[src/rtl/qsu_pkg.sv]
// shared types, constants and helpers for the query string unescaper
package qsu_pkg;

    localparam int LENGTH_BITS = 16;
    localparam int CFG_BITS    = 16;
    localparam int CMP_BITS    = (LENGTH_BITS > CFG_BITS) ? LENGTH_BITS : CFG_BITS;

    localparam logic [CFG_BITS-1:0] MAX_LEN_RESET = CFG_BITS'(4095);

    localparam logic [7:0] CH_PERCENT    = 8'h25;
    localparam logic [7:0] CH_BACKSLASH  = 8'h5C;
    localparam logic [7:0] CH_PLUS       = 8'h2B;
    localparam logic [7:0] CH_SPACE      = 8'h20;
    localparam logic [7:0] CH_TILDE      = 8'h7E;
    localparam logic [7:0] CH_APOSTROPHE = 8'h27;

    // escape phase codes
    localparam logic [2:0] PH_IDLE  = 3'd0;
    localparam logic [2:0] PH_PCT1  = 3'd1;
    localparam logic [2:0] PH_PCT2  = 3'd2;
    localparam logic [2:0] PH_SKIP  = 3'd3;
    localparam logic [2:0] PH_BSL1  = 3'd4;
    localparam logic [2:0] PH_BSL2  = 3'd5;

    typedef struct packed {
        logic [7:0] query_byte;
        logic       end_of_query;
    } t_in_word;

    typedef struct packed {
        logic [7:0] decoded_byte;
        logic       last_byte;
    } t_out_word;

    typedef struct packed {
        logic      emit;
        t_out_word word;
    } t_dec_result;

    typedef struct packed {
        logic       ok;
        logic [3:0] nibble;
    } t_hex;

    function automatic t_hex hex_digit(input logic [7:0] c);
        t_hex h;
        h.ok     = 1'b1;
        h.nibble = 4'd0;
        if (c >= 8'h30 && c <= 8'h39) begin
            h.nibble = 4'(c - 8'h30);
        end else if (c >= 8'h61 && c <= 8'h66) begin
            h.nibble = 4'(c - 8'h57);
        end else if (c >= 8'h41 && c <= 8'h46) begin
            h.nibble = 4'(c - 8'h37);
        end else begin
            h.ok = 1'b0;
        end
        return h;
    endfunction

endpackage

[src/rtl/qsu_decoder.sv]
// escape state, byte counter and per-word decode logic
module qsu_decoder
    import qsu_pkg::*;
(
    input  logic                i_clk,
    input  logic                i_rst_n,
    input  logic                i_take,
    input  t_in_word            i_word,
    input  logic [CFG_BITS-1:0] i_max_len,
    output t_dec_result         o_result
);

    localparam logic [LENGTH_BITS-1:0] COUNT_MAX = '1;

    logic [2:0]             r_phase,   n_phase;
    logic [7:0]             r_partial, n_partial;
    logic                   r_stopped, n_stopped;
    logic [LENGTH_BITS-1:0] r_count,   n_count;

    t_hex       hex;
    logic       limit_hit;
    logic       emit;
    logic       tilde_rule;
    logic [7:0] value;
    logic [7:0] dig_partial;
    logic       dig_stopped;

    assign hex       = hex_digit(i_word.query_byte);
    assign limit_hit = CMP_BITS'(r_count) >= CMP_BITS'(i_max_len);

    // one hex digit, strtol style: first bad digit freezes the value
    always_comb begin
        dig_partial = r_partial;
        dig_stopped = r_stopped;
        if (!r_stopped) begin
            if (hex.ok) begin
                dig_partial = {r_partial[3:0], hex.nibble};
            end else begin
                dig_stopped = 1'b1;
            end
        end
    end

    always_comb begin
        n_phase    = r_phase;
        n_partial  = r_partial;
        n_stopped  = r_stopped;
        n_count    = (r_count != COUNT_MAX) ? r_count + 1'b1 : r_count;
        emit       = 1'b0;
        tilde_rule = 1'b0;
        value      = 8'd0;
        unique case (r_phase)
            PH_IDLE: begin
                if (!limit_hit) begin
                    if (i_word.query_byte == CH_PERCENT) begin
                        n_phase    = PH_PCT1;
                        n_partial  = 8'd0;
                        n_stopped  = 1'b0;
                        emit       = i_word.end_of_query;
                        tilde_rule = 1'b1;
                    end else if (i_word.query_byte == CH_BACKSLASH) begin
                        n_phase   = PH_SKIP;
                        n_partial = 8'd0;
                        n_stopped = 1'b0;
                        emit      = i_word.end_of_query;
                    end else begin
                        emit  = 1'b1;
                        value = (i_word.query_byte == CH_PLUS) ? CH_SPACE
                                                               : i_word.query_byte;
                    end
                end
            end
            PH_PCT1: begin
                n_partial  = dig_partial;
                n_stopped  = dig_stopped;
                n_phase    = PH_PCT2;
                emit       = i_word.end_of_query;
                tilde_rule = 1'b1;
                value      = dig_partial;
            end
            PH_PCT2: begin
                n_partial  = dig_partial;
                n_stopped  = dig_stopped;
                n_phase    = PH_IDLE;
                emit       = 1'b1;
                tilde_rule = 1'b1;
                value      = dig_partial;
            end
            PH_SKIP: begin
                n_phase = PH_BSL1;
                emit    = i_word.end_of_query;
                value   = r_partial;
            end
            PH_BSL1: begin
                n_partial = dig_partial;
                n_stopped = dig_stopped;
                n_phase   = PH_BSL2;
                emit      = i_word.end_of_query;
                value     = dig_partial;
            end
            default: begin
                n_partial = dig_partial;
                n_stopped = dig_stopped;
                n_phase   = PH_IDLE;
                emit      = 1'b1;
                value     = dig_partial;
            end
        endcase
        if (tilde_rule && value == CH_TILDE) begin
            value = CH_APOSTROPHE;
        end
        // query done: next one starts clean
        if (i_word.end_of_query) begin
            n_phase   = PH_IDLE;
            n_partial = 8'd0;
            n_stopped = 1'b0;
            n_count   = '0;
        end
    end

    assign o_result.emit              = emit;
    assign o_result.word.decoded_byte = value;
    assign o_result.word.last_byte    = i_word.end_of_query;

    always_ff @(posedge i_clk) begin
        if (!i_rst_n) begin
            r_phase   <= PH_IDLE;
            r_partial <= 8'd0;
            r_stopped <= 1'b0;
            r_count   <= '0;
        end else if (i_take) begin
            r_phase   <= n_phase;
            r_partial <= n_partial;
            r_stopped <= n_stopped;
            r_count   <= n_count;
        end
    end

    a_end_clears: assert property (@(posedge i_clk) disable iff (!i_rst_n)
        i_take && i_word.end_of_query |=> r_phase == PH_IDLE && r_count == '0)
        else $error("state not cleared after end of query");

    a_count_grows: assert property (@(posedge i_clk) disable iff (!i_rst_n)
        i_take && !i_word.end_of_query |=> r_count >= $past(r_count))
        else $error("byte counter went backward inside a query");

    a_escape_no_limit: assert property (@(posedge i_clk) disable iff (!i_rst_n)
        i_take && r_phase == PH_PCT2 |-> o_result.emit)
        else $error("second percent digit gave no byte");

endmodule

[src/rtl/query_string_unescaper.sv]
// top level of the query string unescaper: input register, decoder, output register
//
// input channel: i_in_valid / o_in_stall with i_in_word (query_byte, end_of_query).
// a word is taken at a rising edge where i_in_valid is high and o_in_stall is low.
// output channel: o_out_valid / i_out_stall with o_out_word (decoded_byte, last_byte).
// a word leaves at a rising edge where o_out_valid is high and i_out_stall is low.
// config channel: i_cfg_valid / o_cfg_ready with i_cfg_data = max_query_length,
// always ready; write it only while the block is idle.
// throughput: one byte per cycle unless the receiver stalls; the input register
// feeds the decoder, which updates the escape state and fills the output register
// in the same cycle. a byte's result goes via the input and output registers to
// o_out_word. bytes swallowed by an escape or past the length limit give none.
// when the receiver stalls, the held result keeps its slot, the input register
// fills and then o_in_stall rises until the result is taken.
// synchronous reset (i_rst_n low) empties both registers, clears the escape
// state and byte count, and sets max_query_length to 4095.
module query_string_unescaper
    import qsu_pkg::*;
(
    input  logic                i_clk,
    input  logic                i_rst_n,
    input  logic                i_in_valid,
    output logic                o_in_stall,
    input  t_in_word            i_in_word,
    output logic                o_out_valid,
    input  logic                i_out_stall,
    output t_out_word           o_out_word,
    input  logic                i_cfg_valid,
    output logic                o_cfg_ready,
    input  logic [CFG_BITS-1:0] i_cfg_data
);

    logic                r_in_valid;
    t_in_word            r_in_word;
    logic                r_out_valid;
    t_out_word           r_out_word;
    logic [CFG_BITS-1:0] r_max_len;

    logic        out_free;
    logic        take;
    logic        in_accept;
    t_dec_result dec;

    assign out_free   = !r_out_valid || !i_out_stall;
    assign take       = r_in_valid && out_free;
    assign o_in_stall = r_in_valid && !take;
    assign in_accept  = i_in_valid && !o_in_stall;

    assign o_cfg_ready = 1'b1;
    assign o_out_valid = r_out_valid;
    assign o_out_word  = r_out_word;

    qsu_decoder u_decoder (
        .i_clk     (i_clk),
        .i_rst_n   (i_rst_n),
        .i_take    (take),
        .i_word    (r_in_word),
        .i_max_len (r_max_len),
        .o_result  (dec)
    );

    always_ff @(posedge i_clk) begin
        if (!i_rst_n) begin
            r_max_len <= MAX_LEN_RESET;
        end else if (i_cfg_valid && o_cfg_ready) begin
            r_max_len <= i_cfg_data;
        end
    end

    always_ff @(posedge i_clk) begin
        if (!i_rst_n) begin
            r_in_valid <= 1'b0;
        end else if (in_accept) begin
            r_in_valid <= 1'b1;
        end else if (take) begin
            r_in_valid <= 1'b0;
        end
    end

    always_ff @(posedge i_clk) begin
        if (in_accept) begin
            r_in_word <= i_in_word;
        end
    end

    always_ff @(posedge i_clk) begin
        if (!i_rst_n) begin
            r_out_valid <= 1'b0;
        end else if (take && dec.emit) begin
            r_out_valid <= 1'b1;
        end else if (!i_out_stall) begin
            r_out_valid <= 1'b0;
        end
    end

    always_ff @(posedge i_clk) begin
        if (take && dec.emit) begin
            r_out_word <= dec.word;
        end
    end

    a_stall_only_full: assert property (@(posedge i_clk) disable iff (!i_rst_n)
        o_in_stall |-> r_in_valid && r_out_valid && i_out_stall)
        else $error("input stalled with room downstream");

    a_refill: assert property (@(posedge i_clk) disable iff (!i_rst_n)
        take |=> r_in_valid == $past(i_in_valid))
        else $error("input register lost or invented a word");

    a_result_lands: assert property (@(posedge i_clk) disable iff (!i_rst_n)
        take && dec.emit |=> r_out_valid && r_out_word == $past(dec.word))
        else $error("decoded word not placed in output register");

endmodule
[config.mk]
export PLATFORM = sky130hd
export DESIGN_NAME = query_string_unescaper
export DESIGN_NICKNAME = d
export VERILOG_FILES = /design/src/rtl/qsu_pkg.sv /design/src/rtl/qsu_decoder.sv /design/src/rtl/query_string_unescaper.sv
export SDC_FILE = /design/constraint.sdc
export NUM_CORES = 1
export LEC_CHECK = 0
export BUFFER_PORTS_ARGS = -buffer_cell sky130_fd_sc_hd__buf_2
export CAP_MARGIN = 10
export CORE_ASPECT_RATIO = 1.25
export CORE_MARGIN = 2
export CORE_UTILIZATION = 58
export DETAILED_ROUTE_END_ITERATION = 10
export PLACE_DENSITY = 0.79
export SLEW_MARGIN = 20
export SYNTH_ARGS = -nofsm -noshare
export SYNTH_HDL_FRONTEND = slang
export SYNTH_SLANG_ARGS = --single-unit
[constraint.sdc]
create_clock -name i_clk -period 3.9 [get_ports i_clk]
set_input_delay 0.195 -clock i_clk [delete_from_list [all_inputs] [get_ports i_clk]]
set_output_delay 0.195 -clock i_clk [all_outputs]
set_load 0.05 [all_outputs]
==> summary.txt <==
Logic synthesis
  – Synthesis Warnings: 0
  – Mapped Cells: 379
  – Seq/Total Area, Yosys: 41.0%
  – Post-Syn Area: 3560 um^2
  – Synthesized Nets: 429
  – Primary FF master, synth: dfxtp_1
  – Async set or reset register ratio after synthesis: 0%
  – Mean Syn Cell Area: 9.40 um^2
  – Synthesized flop and latch total: 64
  – Post-synth cell types: 72
  – Number of flops mapped to enable cells by yosys: 18

Clock network
  – CTS tree: built
  – Clock Latency Late Sink: 0.36 ns
  – CTS root buf: clkbuf_8
  – Clock transition at path regs: 0.07 ns
  – Sink Count: 64
  – Postcts setup bufs: 0
  – Post-CTS sizing: 0
  – CTS Buffer Depth: 2
  – Inserted Clock Buffers: 9
  – H-tree Lvls: 3

Route
  – Pre-Repair DR Iteration Count: 5
  – Drt total wl: 8070 um
  – Drt wl/cell: 16.1 um
  – Vias per inst: 6.01
  – Routed Antenna Nets: 0
  – Initial DRC Count: 241
  – Met1 WL: 3130 um
  – WL met2: about 4200 um
  – DRC: 0
  – Via count: 3010
  – Metal3 WL: 347 um
  – DR top layer: met4

Floorplanning
  – FP Rows: 31
  – Chip height: 91.6 um
  – Starting density of the core: approximately 60%
  – Chip width: 74.1 um
  – CORE AREA: 5860 um^2
  – # IOs: 42
  – Die ar.: just under 7000 um^2

Placed design
  – Hpwl dp: 6030 um
  – GPL Wtd Cong: roughly 0.94
  – Worst slack, placed: 0.953 ns
  – Port buffer count: 40
  – Placed cell count: 484

Hold path
  – Hold Crit Depth: 1
  – Worst min-delay path startpoint: i_in_word[4]
  – Hold EP: r_in_word[4]$_DFFE_PP_
  – Worst hold path class: in2reg

Final layout
  – Commonest non-fill, non-tap cells in the layout: 46 x dfxtp_1, 40 x buf_2, 31 x nand2_1, 28 x nor2_1, 23 x inv_1
  – Nets: 464
  – Final Non-Filler Cells: 501
  – Util after Layout: between 60% and 70%
  – Ant diodes: 0
  – Share of cells above drive strength 1: 17.4%
  – Area Growth Syn to Fin: 11.6%
  – Commonest non-fill, non-tap cell in the layout: dfxtp_1

Power and ir drop
  – Power Density: 368 nW/um^2
  – Int Power: 1.07 mW
  – Flop pwr share: 49.9%
  – Leak: between 1.5 and 2 nW
  – Clock power share: 37.8%
  – Share of power burned in combinational logic: 12.2%
  – Sw frac: 26.9%
  – Sw power: ~400 uW
  – VDD IR-drop max: 0.243 mV

STA
  – Final setup TNS: 0 ns
  – Worst setup margin: 0.858 ns
  – Layout Skew: 0.0119 ns
  – Fin. Hold Viols: 0
  – Tcrit/Tclk final: 78.0%
  – Setup violations, final: 0
  – Worst-margin pin slew: around 0.76 ns
  – Rel. slew slack: between 40% and 50%
  – Maximum clock frequency: 0.329 GHz
  – Fin. max-slew vios: 0
  – WHS: 0.0117 ns
  – Unrepaired setup endpoints after global routing: no
  – Minimum clock period: 3.04 ns

Global routing
  – Largest net degree at the start of global routing: 28
  – First-pass GRT wire length: 13300 um
  – GRT overflow: 0
  – Initial antenna violation count: 0
  – Vias in the first global route: 2894
  – GRT Total Usage: 25.7%

Setup path
  – CP Class: reg2reg
  – Worst Path Required: around 4.0 ns
  – Kind of end point of the critical path: flop
  – Reg-to-Reg Start: r_in_word[1]$_DFFE_PP_
  – CP Max Fanout: 9
  – Startpoint types: flop
  – Reg-to-reg slack, setup: 0.86 ns
  – Worst path arrival time: 3.13 ns
  – R2r endpoint: o_out_word[4]$_SDFFCE_PP0P_
  – R2r worst-path depth: 9

Run
  – Number of max-cap violations: 0

Outcome
  – Status: finished clean
## registers in the layout, summed over array words and instances (netlist names)
register and cells:
o_out_word 9, o_out_valid 1, u_decoder.r_count 16, r_in_word 9, u_decoder.r_partial 8, r_in_valid 1, u_decoder.r_phase 3, u_decoder.r_stopped 1
r_max_len 16
## layout make-up
| type | instances | area (um^2) |
|---|---|---|
| Fill cell | 491 | 1880 |
| Clock inverter | 6 | 58.8 |
| Clock buffer | 10 | 128 |
| Multi-Input combinational cell | 274 | 1920 |
| Timing Repair Buffer | 41 | 210 |
| Tap cell | 82 | 103 |
| Sequential cell | 64 | 1460 |
| Inverter | 24 | 90.1 |
## worst max-delay path: stages, from the launching register on
cell,delay (ns)
edfxtp_1,0.49
inv_1,0.13
ha_1,0.22
or3b_1,0.38
and4_4,0.23
or2_1,0.36
a221oi_4,0.36
a22oi_2,0.12
nor4_4,0.37
a21oi_1,0.11
## metal layers
layer  track usage, %  up-vias
met4             13.6        0
li1                 -     1480
met1             27.4     1403
met3             5.82       36
met5                0        -
met2             45.5       91
## kinds of logic after synthesis
kind of cell               Yosys count  share of synthesized area (%)
and+or+nand+nor                    126                           19.1
AOI/OAI and AO/OA                  105                           21.9
DFF                                 64                           41.0
buffers and inverters               41                           5.09
adders and majority gates           20                           7.02
xor gates and xnor gates            13                           3.20
muxes                                9                           2.53
other                                1                          0.105
## worst max-delay path by stage
stage | from | end | depth (start not counted)
2_1_floorplan | r_in_word[1]$_DFFE_PP_ | o_out_word[1]$_SDFFCE_PP1P_ | 11
3_3_place_gp | r_in_word[1]$_DFFE_PP_ | o_out_word[4]$_SDFFCE_PP0P_ | 9
3_5_place_dp | r_in_word[1]$_DFFE_PP_ | o_out_word[4]$_SDFFCE_PP0P_ | 9
4_1_cts | r_in_word[1]$_DFFE_PP_ | o_out_word[4]$_SDFFCE_PP0P_ | 9
5_1_grt | u_decoder.r_count[0]$_SDFFE_PN0P_ | o_out_word[6]$_SDFFCE_PP1P_ | 8
6_report | r_in_word[1]$_DFFE_PP_ | o_out_word[4]$_SDFFCE_PP0P_ | 9
## timing repair
action                                  in CTS  in global routing
endpoints found under the setup margin       0                  0
hold endpoints to repair                     0                  1
hold buffers                                 0                  1
## power by group through the flow
stage | Combinational, mW | Sequential (mW) | Clock [mW]
global placement | 0.172 | 0.745 | 0
finish | 0.179 | 0.731 | 0.553
global route | 0.198 | 0.733 | 0.586
floorplan | 0.117 | 0.757 | 0
CTS | 0.177 | 0.730 | 0.560
detailed placement | 0.176 | 0.745 | 0
## per-stage QoR
stage | power, mW | area [um^2]
2_1_floorplan | 0.874 | 3560
3_3_place_gp | 0.917 | 3770
3_5_place_dp | 0.920 | 3770
4_1_cts | 1.47 | 3960
5_1_grt | 1.52 | 3980
6_report | 1.46 | 3980
## Yosys cell counts (all sizes together), types with 7 or more instances
cell	n	area share, %
nand3	11	1.5
edfxtp	18	15
nor2	28	2.9
nor2b	8	1.4
o211ai	12	2.5
nand4	7	1.2
nand2	31	3.3
clkbuf	12	1.3
o21ai	14	2.0
ha	20	7.0
mux2i	9	2.5
inv	23	2.4
dfxtp	46	26
a21oi	22	3.1
xnor2	7	1.7
o21a	7	1.5
No activity file was read; power rests on OpenSTA's default activity.
